==> config.mk <==
export PLATFORM = sky130hd
export DESIGN_NAME = frame_clock_rtc_latch_core_flat
export DESIGN_NICKNAME = d
export VERILOG_FILES = /design/src/sv/frc_pkg.sv /design/src/sv/frc_if.sv /design/src/sv/frc_prep.sv /design/src/sv/frc_state.sv /design/src/sv/frc_split.sv /design/src/sv/frame_clock_rtc_latch_core.sv /design/src/flat_wrapper.sv
export SDC_FILE = /design/constraint.sdc
export NUM_CORES = 2
export LEC_CHECK = 0
export ABC_AREA = 1
export BUFFER_PORTS_ARGS = -buffer_cell sky130_fd_sc_hd__buf_2
export CAP_MARGIN = 0
export CELL_PAD_IN_SITES_DETAIL_PLACEMENT = 0
export CELL_PAD_IN_SITES_GLOBAL_PLACEMENT = 1
export CORE_ASPECT_RATIO = 0.8
export CORE_MARGIN = 10
export CORE_UTILIZATION = 35
export DETAILED_ROUTE_END_ITERATION = 7
export PLACE_DENSITY_LB_ADDON = 0.1
export SLEW_MARGIN = 0
export SYNTH_ARGS = -nofsm -noshare
export SYNTH_HDL_FRONTEND = slang
export SYNTH_SLANG_ARGS = --single-unit
==> constraint.sdc <==
create_clock -name clock -period 12.4 [get_ports clock]
set_input_delay 1.24 -clock clock [delete_from_list [all_inputs] [get_ports clock]]
set_output_delay 1.24 -clock clock [all_outputs]
set_load 0.01 [all_outputs]
==> src/sv/frc_pkg.sv <==
// Shared constants, payload types and BCD helper functions for the frame clock latch.
package frc_pkg;

   localparam int START_WIDTH = 17;
   localparam logic [16:0] START_RESET = 17'd36000;

   localparam logic [16:0] FRAME_MUL = 17'd70224;
   localparam int DOT_SHIFT = 22;

   localparam logic [16:0] DAY_SECONDS = 17'd86400;
   localparam logic [11:0] HOUR_SECONDS = 12'd3600;
   localparam logic [5:0] MINUTE_SECONDS = 6'd60;

   // Reciprocals: days = (t >> 7) / 675, hours = (rem >> 4) / 225, minutes = (rest >> 2) / 15.
   localparam logic [25:0] DAY_RECIP = 26'd50903317;
   localparam int DAY_RECIP_SHIFT = 35;
   localparam logic [13:0] HOUR_RECIP = 14'd9321;
   localparam int HOUR_RECIP_SHIFT = 21;
   localparam logic [10:0] MINUTE_RECIP = 11'd1093;
   localparam int MINUTE_RECIP_SHIFT = 14;

   localparam int DH_BIT8 = 0;
   localparam int DH_HALT = 6;
   localparam int DH_STICKY = 7;

   localparam logic [6:0] SPAN_MAX = 7'd97;

   typedef struct packed {
      logic [31:0] frame_count;
      logic [7:0]  day_low;
      logic [7:0]  day_high;
      logic [7:0]  hours;
      logic [7:0]  minutes;
      logic [7:0]  seconds;
   } raw_type;

   typedef struct packed {
      logic [26:0] elapsed;
      logic [25:0] new_time;
      logic [16:0] new_sec;
      logic        canon;
      logic [7:0]  day_low;
      logic [7:0]  day_high;
   } prep_type;

   typedef struct packed {
      logic [31:0] cur_time;
      logic [15:0] days;
      logic        halted;
      logic        carry;
   } latch_type;

   function automatic logic [4:0] hours_of_bcd(input logic [7:0] b);
      logic [5:0] raw;
      raw = 6'(b[5:4]) * 6'd10 + 6'(b[3:0]);
      return (raw >= 6'd24) ? 5'(raw - 6'd24) : 5'(raw);
   endfunction

   function automatic logic [5:0] sexa_of_bcd(input logic [7:0] b);
      logic [6:0] raw;
      raw = 7'(b[6:4]) * 7'd10 + 7'(b[3:0]);
      return (raw >= 7'd60) ? 6'(raw - 7'd60) : 6'(raw);
   endfunction

   function automatic logic hours_canon(input logic [7:0] b);
      return (b[7:6] == 2'd0) && (b[3:0] <= 4'd9) &&
             ((b[5:4] < 2'd2) || ((b[5:4] == 2'd2) && (b[3:0] <= 4'd3)));
   endfunction

   function automatic logic sexa_canon(input logic [7:0] b);
      return !b[7] && (b[6:4] <= 3'd5) && (b[3:0] <= 4'd9);
   endfunction

   function automatic logic [5:0] hours_to_bcd(input logic [4:0] h);
      logic [1:0] tens;
      logic [4:0] base;
      if (h >= 5'd20) begin
         tens = 2'd2;
         base = 5'd20;
      end else if (h >= 5'd10) begin
         tens = 2'd1;
         base = 5'd10;
      end else begin
         tens = 2'd0;
         base = 5'd0;
      end
      return {tens, 4'(h - base)};
   endfunction

   function automatic logic [6:0] sexa_to_bcd(input logic [5:0] v);
      logic [2:0] tens;
      logic [5:0] base;
      if (v >= 6'd50) begin
         tens = 3'd5;
         base = 6'd50;
      end else if (v >= 6'd40) begin
         tens = 3'd4;
         base = 6'd40;
      end else if (v >= 6'd30) begin
         tens = 3'd3;
         base = 6'd30;
      end else if (v >= 6'd20) begin
         tens = 3'd2;
         base = 6'd20;
      end else if (v >= 6'd10) begin
         tens = 3'd1;
         base = 6'd10;
      end else begin
         tens = 3'd0;
         base = 6'd0;
      end
      return {tens, 4'(v - base)};
   endfunction

endpackage

==> src/sv/frc_if.sv <==
// Request and response channel interfaces of the frame clock latch.
interface frc_req_if;
   logic        valid;
   logic        ready;
   logic [31:0] frame_count;
   logic [7:0]  day_low_in;
   logic [7:0]  day_high_in;
   logic [7:0]  hours_in;
   logic [7:0]  minutes_in;
   logic [7:0]  seconds_in;

   modport source (output valid, frame_count, day_low_in, day_high_in, hours_in, minutes_in,
                   seconds_in, input ready);
   modport sink (input valid, frame_count, day_low_in, day_high_in, hours_in, minutes_in,
                 seconds_in, output ready);
endinterface

interface frc_rsp_if;
   logic       valid;
   logic       ready;
   logic [7:0] day_low_out;
   logic [7:0] day_high_out;
   logic [5:0] hours_bcd;
   logic [6:0] minutes_bcd;
   logic [6:0] seconds_bcd;

   modport source (output valid, day_low_out, day_high_out, hours_bcd, minutes_bcd,
                   seconds_bcd, input ready);
   modport sink (input valid, day_low_out, day_high_out, hours_bcd, minutes_bcd, seconds_bcd,
                 output ready);
endinterface

==> src/sv/frc_prep.sv <==
// Input register and state-independent work: elapsed seconds and decoded host time.
module frc_prep (
   input  logic              clock,
   input  logic              reset,
   frc_req_if.sink           req_chan,
   output logic              out_valid,
   input  logic              out_ready,
   output frc_pkg::prep_type out_data
);
   import frc_pkg::*;

   logic        s0_v_ff, s0_v_in;
   raw_type     s0_ff, s0_in;
   logic        s1_v_ff, s1_v_in;
   prep_type    s1_ff, s1_in;
   logic        s0_ready;
   logic        s1_ready;
   logic [48:0] frame_prod;
   logic [4:0]  hh;
   logic [5:0]  mm;
   logic [5:0]  ss;
   logic [16:0] sec_of_day;
   logic [8:0]  day_idx;

   assign s1_ready = !s1_v_ff || out_ready;
   assign s0_ready = !s0_v_ff || s1_ready;
   assign req_chan.ready = s0_ready;

   assign frame_prod = 49'(s0_ff.frame_count) * 49'(FRAME_MUL);
   assign hh = hours_of_bcd(s0_ff.hours);
   assign mm = sexa_of_bcd(s0_ff.minutes);
   assign ss = sexa_of_bcd(s0_ff.seconds);
   assign sec_of_day = 17'(hh) * 17'(HOUR_SECONDS) + 17'(mm) * 17'(MINUTE_SECONDS) + 17'(ss);
   assign day_idx = {s0_ff.day_high[DH_BIT8], s0_ff.day_low};

   always_comb begin
      s0_v_in = s0_ready ? req_chan.valid : s0_v_ff;
      s1_v_in = s1_ready ? s0_v_ff : s1_v_ff;
   end

   always_comb begin
      s0_in = s0_ff;
      if (req_chan.valid && s0_ready) begin
         s0_in.frame_count = req_chan.frame_count;
         s0_in.day_low = req_chan.day_low_in;
         s0_in.day_high = req_chan.day_high_in;
         s0_in.hours = req_chan.hours_in;
         s0_in.minutes = req_chan.minutes_in;
         s0_in.seconds = req_chan.seconds_in;
      end
   end

   always_comb begin
      s1_in = s1_ff;
      if (s0_v_ff && s1_ready) begin
         s1_in.elapsed = frame_prod[DOT_SHIFT +: 27];
         s1_in.new_sec = sec_of_day;
         s1_in.new_time = 26'(day_idx) * 26'(DAY_SECONDS) + 26'(sec_of_day);
         s1_in.canon = hours_canon(s0_ff.hours) && sexa_canon(s0_ff.minutes) &&
                       sexa_canon(s0_ff.seconds);
         s1_in.day_low = s0_ff.day_low;
         s1_in.day_high = s0_ff.day_high;
      end
   end

   always_ff @(posedge clock) begin
      if (reset) begin
         s0_v_ff <= 1'b0;
         s1_v_ff <= 1'b0;
      end else begin
         s0_v_ff <= s0_v_in;
         s1_v_ff <= s1_v_in;
      end
   end

   always_ff @(posedge clock) begin
      s0_ff <= s0_in;
      s1_ff <= s1_in;
   end

   assign out_valid = s1_v_ff;
   assign out_data = s1_ff;

endmodule

==> src/sv/frc_state.sv <==
// Clock state: halt, adoption of host bytes, sticky carry and the shadow of the last latch.
module frc_state (
   input  logic                                clock,
   input  logic                                reset,
   input  logic                                csr_we,
   input  logic [frc_pkg::START_WIDTH-1:0]     csr_wdata,
   input  logic                                in_valid,
   output logic                                in_ready,
   input  frc_pkg::prep_type                   in_data,
   output logic                                out_valid,
   input  logic                                out_ready,
   output frc_pkg::latch_type                  out_data
);
   import frc_pkg::*;

   logic        v_ff, v_in;
   logic [31:0] offset_ff, offset_in;
   logic [31:0] frozen_ff, frozen_in;
   logic        halted_ff, halted_in;
   logic        carry_ff, carry_in;
   logic [6:0]  span_ff, span_in;
   logic [31:0] time_ff, time_in;
   logic [15:0] days_ff, days_in;

   logic        take;
   logic [7:0]  shadow_high;
   logic [16:0] shadow_sec;
   logic        same_bytes;
   logic        changed;
   logic        high_diff;
   logic [31:0] keep_time;
   logic [50:0] day_prod;
   logic [15:0] keep_days;
   logic [31:0] time_new;
   logic [15:0] days_new;
   logic [6:0]  span_new;

   assign in_ready = !v_ff || out_ready;
   assign take = in_valid && in_ready;

   // The shadow is kept in binary; canonical host bytes compare equal to it exactly.
   assign shadow_high = {carry_ff, halted_ff, 5'b00000, days_ff[8]};
   assign shadow_sec = 17'(time_ff - 32'(days_ff) * 32'(DAY_SECONDS));
   assign high_diff = in_data.day_high != shadow_high;
   assign same_bytes = in_data.canon && !high_diff && (in_data.day_low == days_ff[7:0]) &&
                       (in_data.new_sec == shadow_sec);
   assign changed = !same_bytes;

   assign keep_time = halted_ff ? frozen_ff : 32'(in_data.elapsed) + offset_ff;
   assign day_prod = 51'(keep_time[31:7]) * 51'(DAY_RECIP);
   assign keep_days = day_prod[DAY_RECIP_SHIFT +: 16];

   assign time_new = changed ? 32'(in_data.new_time) : keep_time;
   assign days_new = changed ? 16'({in_data.day_high[DH_BIT8], in_data.day_low}) : keep_days;
   assign span_new = days_new[15:9];

   always_comb begin
      v_in = in_ready ? in_valid : v_ff;
      offset_in = offset_ff;
      frozen_in = frozen_ff;
      halted_in = halted_ff;
      carry_in = carry_ff;
      span_in = span_ff;
      time_in = time_ff;
      days_in = days_ff;
      if (csr_we) begin
         offset_in = 32'(csr_wdata);
      end else if (take) begin
         halted_in = in_data.day_high[DH_HALT];
         carry_in = (high_diff ? in_data.day_high[DH_STICKY] : carry_ff) || (span_new > span_ff);
         span_in = span_new;
         time_in = time_new;
         days_in = days_new;
         if (changed) begin
            if (in_data.day_high[DH_HALT]) begin
               frozen_in = 32'(in_data.new_time);
            end else begin
               offset_in = 32'(in_data.new_time) - 32'(in_data.elapsed);
            end
         end
      end
   end

   always_ff @(posedge clock) begin
      if (reset) begin
         v_ff <= 1'b0;
         offset_ff <= 32'(START_RESET);
         frozen_ff <= '0;
         halted_ff <= 1'b0;
         carry_ff <= 1'b0;
         span_ff <= '0;
         time_ff <= '0;
         days_ff <= '0;
      end else begin
         v_ff <= v_in;
         offset_ff <= offset_in;
         frozen_ff <= frozen_in;
         halted_ff <= halted_in;
         carry_ff <= carry_in;
         span_ff <= span_in;
         time_ff <= time_in;
         days_ff <= days_in;
      end
   end

   assign out_valid = v_ff;
   assign out_data.cur_time = time_ff;
   assign out_data.days = days_ff;
   assign out_data.halted = halted_ff;
   assign out_data.carry = carry_ff;

   assert property (@(posedge clock) disable iff (reset)
      (days_ff[15:9] == span_ff) && (span_ff <= SPAN_MAX))
      else $error("span count does not follow the latched day count");

   assert property (@(posedge clock) disable iff (reset)
      halted_ff |-> (time_ff == frozen_ff))
      else $error("halted clock latched a time other than the frozen time");

   assert property (@(posedge clock) disable iff (reset)
      (take && changed && !csr_we) |=> (time_ff == 32'($past(in_data.new_time))))
      else $error("adopted host time was not latched");

endmodule

==> src/sv/frc_split.sv <==
// Splits the latched time into day bytes and BCD hours, minutes and seconds.
module frc_split (
   input  logic               clock,
   input  logic               reset,
   input  logic               in_valid,
   output logic               in_ready,
   input  frc_pkg::latch_type in_data,
   frc_rsp_if.source          rsp_chan
);
   import frc_pkg::*;

   typedef struct packed {
      logic [8:0] day;
      logic       halted;
      logic       carry;
   } tag_type;

   logic        a_v_ff, a_v_in;
   logic [16:0] a_rem_ff, a_rem_in;
   tag_type     a_tag_ff, a_tag_in;
   logic        b_v_ff, b_v_in;
   logic [4:0]  b_hour_ff, b_hour_in;
   logic [11:0] b_rest_ff, b_rest_in;
   tag_type     b_tag_ff, b_tag_in;
   logic        o_v_ff, o_v_in;
   logic [7:0]  o_day_low_ff, o_day_low_in;
   logic [7:0]  o_day_high_ff, o_day_high_in;
   logic [5:0]  o_hours_ff, o_hours_in;
   logic [6:0]  o_minutes_ff, o_minutes_in;
   logic [6:0]  o_seconds_ff, o_seconds_in;

   logic        a_ready;
   logic        b_ready;
   logic        o_ready;
   logic [26:0] hour_prod;
   logic [4:0]  hour;
   logic [20:0] minute_prod;
   logic [5:0]  minute;
   logic [5:0]  second;

   assign o_ready = !o_v_ff || rsp_chan.ready;
   assign b_ready = !b_v_ff || o_ready;
   assign a_ready = !a_v_ff || b_ready;
   assign in_ready = a_ready;

   assign hour_prod = 27'(a_rem_ff[16:4]) * 27'(HOUR_RECIP);
   assign hour = hour_prod[HOUR_RECIP_SHIFT +: 5];
   assign minute_prod = 21'(b_rest_ff[11:2]) * 21'(MINUTE_RECIP);
   assign minute = minute_prod[MINUTE_RECIP_SHIFT +: 6];
   assign second = 6'(b_rest_ff - 12'(minute) * 12'(MINUTE_SECONDS));

   always_comb begin
      a_v_in = a_ready ? in_valid : a_v_ff;
      b_v_in = b_ready ? a_v_ff : b_v_ff;
      o_v_in = o_ready ? b_v_ff : o_v_ff;
   end

   always_comb begin
      a_rem_in = a_rem_ff;
      a_tag_in = a_tag_ff;
      if (in_valid && a_ready) begin
         a_rem_in = 17'(in_data.cur_time - 32'(in_data.days) * 32'(DAY_SECONDS));
         a_tag_in.day = in_data.days[8:0];
         a_tag_in.halted = in_data.halted;
         a_tag_in.carry = in_data.carry;
      end
   end

   always_comb begin
      b_hour_in = b_hour_ff;
      b_rest_in = b_rest_ff;
      b_tag_in = b_tag_ff;
      if (a_v_ff && b_ready) begin
         b_hour_in = hour;
         b_rest_in = 12'(a_rem_ff - 17'(hour) * 17'(HOUR_SECONDS));
         b_tag_in = a_tag_ff;
      end
   end

   always_comb begin
      o_day_low_in = o_day_low_ff;
      o_day_high_in = o_day_high_ff;
      o_hours_in = o_hours_ff;
      o_minutes_in = o_minutes_ff;
      o_seconds_in = o_seconds_ff;
      if (b_v_ff && o_ready) begin
         o_day_low_in = b_tag_ff.day[7:0];
         o_day_high_in = {b_tag_ff.carry, b_tag_ff.halted, 5'b00000, b_tag_ff.day[8]};
         o_hours_in = hours_to_bcd(b_hour_ff);
         o_minutes_in = sexa_to_bcd(minute);
         o_seconds_in = sexa_to_bcd(second);
      end
   end

   always_ff @(posedge clock) begin
      if (reset) begin
         a_v_ff <= 1'b0;
         b_v_ff <= 1'b0;
         o_v_ff <= 1'b0;
      end else begin
         a_v_ff <= a_v_in;
         b_v_ff <= b_v_in;
         o_v_ff <= o_v_in;
      end
   end

   always_ff @(posedge clock) begin
      a_rem_ff <= a_rem_in;
      a_tag_ff <= a_tag_in;
      b_hour_ff <= b_hour_in;
      b_rest_ff <= b_rest_in;
      b_tag_ff <= b_tag_in;
      o_day_low_ff <= o_day_low_in;
      o_day_high_ff <= o_day_high_in;
      o_hours_ff <= o_hours_in;
      o_minutes_ff <= o_minutes_in;
      o_seconds_ff <= o_seconds_in;
   end

   assign rsp_chan.valid = o_v_ff;
   assign rsp_chan.day_low_out = o_day_low_ff;
   assign rsp_chan.day_high_out = o_day_high_ff;
   assign rsp_chan.hours_bcd = o_hours_ff;
   assign rsp_chan.minutes_bcd = o_minutes_ff;
   assign rsp_chan.seconds_bcd = o_seconds_ff;

   assert property (@(posedge clock) disable iff (reset)
      a_v_ff |-> (a_rem_ff < DAY_SECONDS))
      else $error("time of day out of range after the day split");

endmodule

==> src/sv/frame_clock_rtc_latch_core.sv <==
// Top level of the frame clock latch: request channel, state stage and BCD response channel.
//
//   channel   direction  handshake          contents
//   req_chan  in         valid/ready        frame count and the five host clock bytes
//   rsp_chan  out        valid/ready        latched day bytes and BCD hours, minutes, seconds
//   csr       in         csr_we             clock start time in seconds, no read-back
//
// One request is taken per cycle until every stage is full.
// The pipeline holds up to six requests: two input stages, the state stage, three split stages.
// A stalled response backs up stage by stage, and requests are taken until every stage is full.
// Reset is synchronous; afterwards the clock reads 10:00:00 at frame zero.
module frame_clock_rtc_latch_core (
   input  logic                            clock,
   input  logic                            reset,
   frc_req_if.sink                         req_chan,
   frc_rsp_if.source                       rsp_chan,
   input  logic                            csr_we,
   input  logic [frc_pkg::START_WIDTH-1:0] csr_wdata
);
   import frc_pkg::*;

   logic      prep_valid;
   logic      prep_ready;
   prep_type  prep_data;
   logic      latch_valid;
   logic      latch_ready;
   latch_type latch_data;

   frc_prep u_prep (
      .clock     (clock),
      .reset     (reset),
      .req_chan  (req_chan),
      .out_valid (prep_valid),
      .out_ready (prep_ready),
      .out_data  (prep_data)
   );

   frc_state u_state (
      .clock     (clock),
      .reset     (reset),
      .csr_we    (csr_we),
      .csr_wdata (csr_wdata),
      .in_valid  (prep_valid),
      .in_ready  (prep_ready),
      .in_data   (prep_data),
      .out_valid (latch_valid),
      .out_ready (latch_ready),
      .out_data  (latch_data)
   );

   frc_split u_split (
      .clock    (clock),
      .reset    (reset),
      .in_valid (latch_valid),
      .in_ready (latch_ready),
      .in_data  (latch_data),
      .rsp_chan (rsp_chan)
   );

endmodule
==> src/flat_wrapper.sv <==
// flat-port wrapper written by rule: the top's interface ports become plain ports
module frame_clock_rtc_latch_core_flat import frc_pkg::*;
  (clock, reset, csr_we, csr_wdata, req_chan_valid, req_chan_frame_count, req_chan_day_low_in, req_chan_day_high_in, req_chan_hours_in, req_chan_minutes_in, req_chan_seconds_in, req_chan_ready, rsp_chan_valid, rsp_chan_day_low_out, rsp_chan_day_high_out, rsp_chan_hours_bcd, rsp_chan_minutes_bcd, rsp_chan_seconds_bcd, rsp_chan_ready);
  frc_req_if req_chan_i ();
  frc_rsp_if rsp_chan_i ();
  input  logic clock;
  input  logic reset;
  input  logic csr_we;
  input  logic [frc_pkg::START_WIDTH-1:0] csr_wdata;
  input wire logic [$bits(req_chan_i.valid)-1:0] req_chan_valid;
  input wire logic [$bits(req_chan_i.frame_count)-1:0] req_chan_frame_count;
  input wire logic [$bits(req_chan_i.day_low_in)-1:0] req_chan_day_low_in;
  input wire logic [$bits(req_chan_i.day_high_in)-1:0] req_chan_day_high_in;
  input wire logic [$bits(req_chan_i.hours_in)-1:0] req_chan_hours_in;
  input wire logic [$bits(req_chan_i.minutes_in)-1:0] req_chan_minutes_in;
  input wire logic [$bits(req_chan_i.seconds_in)-1:0] req_chan_seconds_in;
  output wire logic [$bits(req_chan_i.ready)-1:0] req_chan_ready;
  output wire logic [$bits(rsp_chan_i.valid)-1:0] rsp_chan_valid;
  output wire logic [$bits(rsp_chan_i.day_low_out)-1:0] rsp_chan_day_low_out;
  output wire logic [$bits(rsp_chan_i.day_high_out)-1:0] rsp_chan_day_high_out;
  output wire logic [$bits(rsp_chan_i.hours_bcd)-1:0] rsp_chan_hours_bcd;
  output wire logic [$bits(rsp_chan_i.minutes_bcd)-1:0] rsp_chan_minutes_bcd;
  output wire logic [$bits(rsp_chan_i.seconds_bcd)-1:0] rsp_chan_seconds_bcd;
  input wire logic [$bits(rsp_chan_i.ready)-1:0] rsp_chan_ready;
  assign req_chan_i.valid = req_chan_valid;
  assign req_chan_i.frame_count = req_chan_frame_count;
  assign req_chan_i.day_low_in = req_chan_day_low_in;
  assign req_chan_i.day_high_in = req_chan_day_high_in;
  assign req_chan_i.hours_in = req_chan_hours_in;
  assign req_chan_i.minutes_in = req_chan_minutes_in;
  assign req_chan_i.seconds_in = req_chan_seconds_in;
  assign req_chan_ready = req_chan_i.ready;
  assign rsp_chan_valid = rsp_chan_i.valid;
  assign rsp_chan_day_low_out = rsp_chan_i.day_low_out;
  assign rsp_chan_day_high_out = rsp_chan_i.day_high_out;
  assign rsp_chan_hours_bcd = rsp_chan_i.hours_bcd;
  assign rsp_chan_minutes_bcd = rsp_chan_i.minutes_bcd;
  assign rsp_chan_seconds_bcd = rsp_chan_i.seconds_bcd;
  assign rsp_chan_i.ready = rsp_chan_ready;
  frame_clock_rtc_latch_core u_core (.clock(clock), .reset(reset), .req_chan(req_chan_i), .rsp_chan(rsp_chan_i), .csr_we(csr_we), .csr_wdata(csr_wdata));
endmodule
==> flow_summary.json <==
{
  "status": "finished clean",
  "crit_path_end_kind": "flip-flop",
  "synth_top_area_share_pct": 24.6,
  "synth.distinct_cells": 59,
  "grtUsageTotal_pct": 19.2,
  "syn2layout_area_growth_pct": 9.75,
  "max_freq_mhz": 100,
  "gr-total-overflow": 0,
  "cts_tree": "done",
  "dieArea_um2": 131000,
  "grt_pass1_wl_mm": 194,
  "ys_top_cells_by_area": "ha_1 (25%), edfxtp_1 (18%), fa_1 (17%)",
  "synth-edff-count": 239,
  "drive_above_1_share_pct": 5.41,
  "io_pins": 132,
  "antenna_found_initial": 3,
  "wire_per_inst_um": 19.6,
  "finClkSkew_ns": 0.0522,
  "required_ns": 12.87,
  "fp.dieH_um": 326,
  "gp_congestion": 0.893,
  "yosys-top-cells-count": "inv_1 (1,101), ha_1 (805), nand2_1 (697)",
  "clkTransAtPathRegs_ns": 0.06,
  "post-route-period-util_pct": 80.3,
  "setup_ws_ns": 2.44,
  "antennaDiodeCount": 0,
  "cap_violations": 0,
  "hold_viol_final": 0,
  "syn_inst": 4745,
  "yosysMostFrequentCell": "inv_1",
  "cts_max_path_buffers": 3,
  "cp_data_arrival_time_ns": 10.42,
  "htreeDepth": 2,
  "critical-path-max-stage-delay_ns": 0.57,
  "fin_nets": 6139,
  "via_per_inst": 4.73,
  "grt_pass1_vias": 31200,
  "io_buffer_count": 126,
  "crit_type": "reg2reg",
  "async_flop_share_pct": 0,
  "clock_latency_ns": 0.65,
  "dr.pass1.iters": 5,
  "drc": 0,
  "ys_ff_latch": 334,
  "rsz0062_at_grt": "no",
  "syn_area_um2": 41000,
  "core_area_um2": 116000,
  "dp.final_hpwl_mm": 109,
  "setup_tns_ns": 0,
  "initial_core_util_pct": 35.2,
  "syn_avg_cell_area_um2": 8.63,
  "fin_crit_ns": 9.96,
  "postCtsSetupBuffers": 0,
  "tightestPinTransition_ns": 1.24,
  "slew_headroom_pct": 17.4,
  "slowest_stage": "fa_1",
  "row_count": 112,
  "holdBufCountCts": 0,
  "ctsResizeCount": 0,
  "drtIter0Drc": 1749,
  "dp_slack_ns": 2.45,
  "cts_inserted_buffers": 44,
  "clock-sinks": 334,
  "postRouteAntennaNets": 0,
  "grt_start_max_net_pins": 63,
  "routed-via-count": 30600,
  "yosysSeqAreaShare_pct": 22.2,
  "chipWidth_um": 402,
  "hold_class": "reg2reg",
  "ctsRootBufferMaster": "clkbuf_16",
  "num-fill-cells": 12100,
  "drv_slew": 0,
  "synth_top_flop_cell": "edfxtp_1",
  "setup_viol": 0,
  "routed_wirelength_mm": 127,
  "cp_max_fo": 8,
  "yosysTopAreaCell": "ha_1",
  "ys_warn_count": 0,
  "start_kind": "flip-flop"
}
## routing by layer
metal | track usage (%) | share of wire, % | vias up
met5 | 0 | 0.0055 | -
met4 | 6.00 | 3.4 | 2
met3 | 3.49 | 4.6 | 134
met2 | 29.1 | 42 | 513
met1 | 27.5 | 50 | 14400
li1 | - | - | 15600
## worst max-delay path, delay by kind of cell (launching register included)
family | cells | cell delay, ns
flops | 1 | 0.40
compound gates | 12 | 2.53
fa+ha+maj | 11 | 4.54
buf+inv | 4 | 0.69
simple gates | 16 | 1.61
## per-stage QoR
| step | std cells | hold slack, ns | cell area, um^2 | utilization (%) |
|---|---|---|---|---|
| 2_1_floorplan | 4749 | 0.400 | 41000 | - |
| 3_3_place_gp | 6389 | 0.401 | 43500 | 37.3 |
| 3_5_place_dp | 6389 | 0.405 | 43500 | 37.3 |
| 4_1_cts | 6471 | 0.399 | 45000 | 38.6 |
| 5_1_grt | 6471 | 0.423 | 45000 | 38.6 |
| 6_report | 6471 | 0.410 | 45000 | 38.6 |
## kinds of logic (layout without fill, tap and decap cells)
group / count (synthesis) / after routing / synth area share (%)
fa+ha+maj: 1149 / 1149 / 41.4
other cells: 1 / 5 / 0.00915
flops: 334 / 334 / 22.2
buf+inv: 1151 / 1334 / 10.7
compound gates: 684 / 684 / 9.04
simple gates: 1253 / 1253 / 12.9
xor+xnor: 172 / 172 / 3.71
mux: 1 / 1 / 0.0275
## layout make-up
cell class | instances | area [um^2] | area share, %
multi-input cells | 3264 | 27500 | 61.2
flip-flops and latches | 334 | 9080 | 20.2
inverters | 1103 | 4140 | 9.21
well taps | 1539 | 1930 | 4.28
clock buffers | 58 | 1210 | 2.68
repair buffers | 149 | 803 | 1.79
clock inverters | 24 | 272 | 0.604
## flip-flops by register name (all words and copies together), names as in the netlist, 8 cells and up
signal and flops:
u_core.u_prep.out_data 80, u_core.u_prep.s0_ff 63, u_core.u_state.offset_ff 28, u_core.u_state.frozen_ff 26, u_core.u_split.a_rem_ff 17, u_core.u_state.time_ff 17
u_core.u_split.b_rest_ff 12, u_core.u_split.a_tag_ff 11, u_core.u_split.b_tag_ff 11, u_core.u_prep.day_idx 9, u_core.u_state.days_ff 9, u_core.u_split.rsp_chan.day_low_out 8
## worst paths after layout
check	startpoint	end	slack, ns	cells after the start
worst min register to register	u_core.u_split.a_tag_ff[0]	u_core.u_split.b_tag_ff[0]	0.41	0
worst max register to register	u_core.u_prep.out_data[60]	u_core.u_state.carry_ff	2.44	43
worst min-delay path	u_core.u_split.a_tag_ff[0]	u_core.u_split.b_tag_ff[0]	0.41	0
worst max-delay path	u_core.u_prep.out_data[60]	u_core.u_state.carry_ff	2.44	43
## cell usage in the layout (no fill, tap or decap), types with 7 or more instances in the layout
| master | n |
|---|---|
| xnor2_1 | 74 |
| o21a_1 | 18 |
| nand3_1 | 170 |
| nor4_1 | 14 |
| edfxtp_1 | 239 |
| a21boi_0 | 8 |
| xor2_1 | 97 |
| inv_1 | 1100 |
| clkinv_2 | 7 |
| nor3_1 | 41 |
| clkbuf_16 | 46 |
| fa_1 | 344 |
| ha_1 | 805 |
| buf_2 | 126 |
| a31oi_1 | 25 |
| a21o_1 | 15 |
| o21bai_1 | 8 |
| or2_2 | 21 |
| buf_4 | 23 |
| o21ai_0 | 195 |
| nand2_1 | 697 |
| clkbuf_1 | 11 |
| nand4_1 | 33 |
| o211ai_1 | 8 |
| nor2_1 | 236 |
| dfxtp_1 | 95 |
| a21oi_1 | 371 |
| nand3b_1 | 9 |
Power is left out: the tool's default activity adds up to more than one toggle a clock period on the data nets, which glitch-free logic cannot reach.
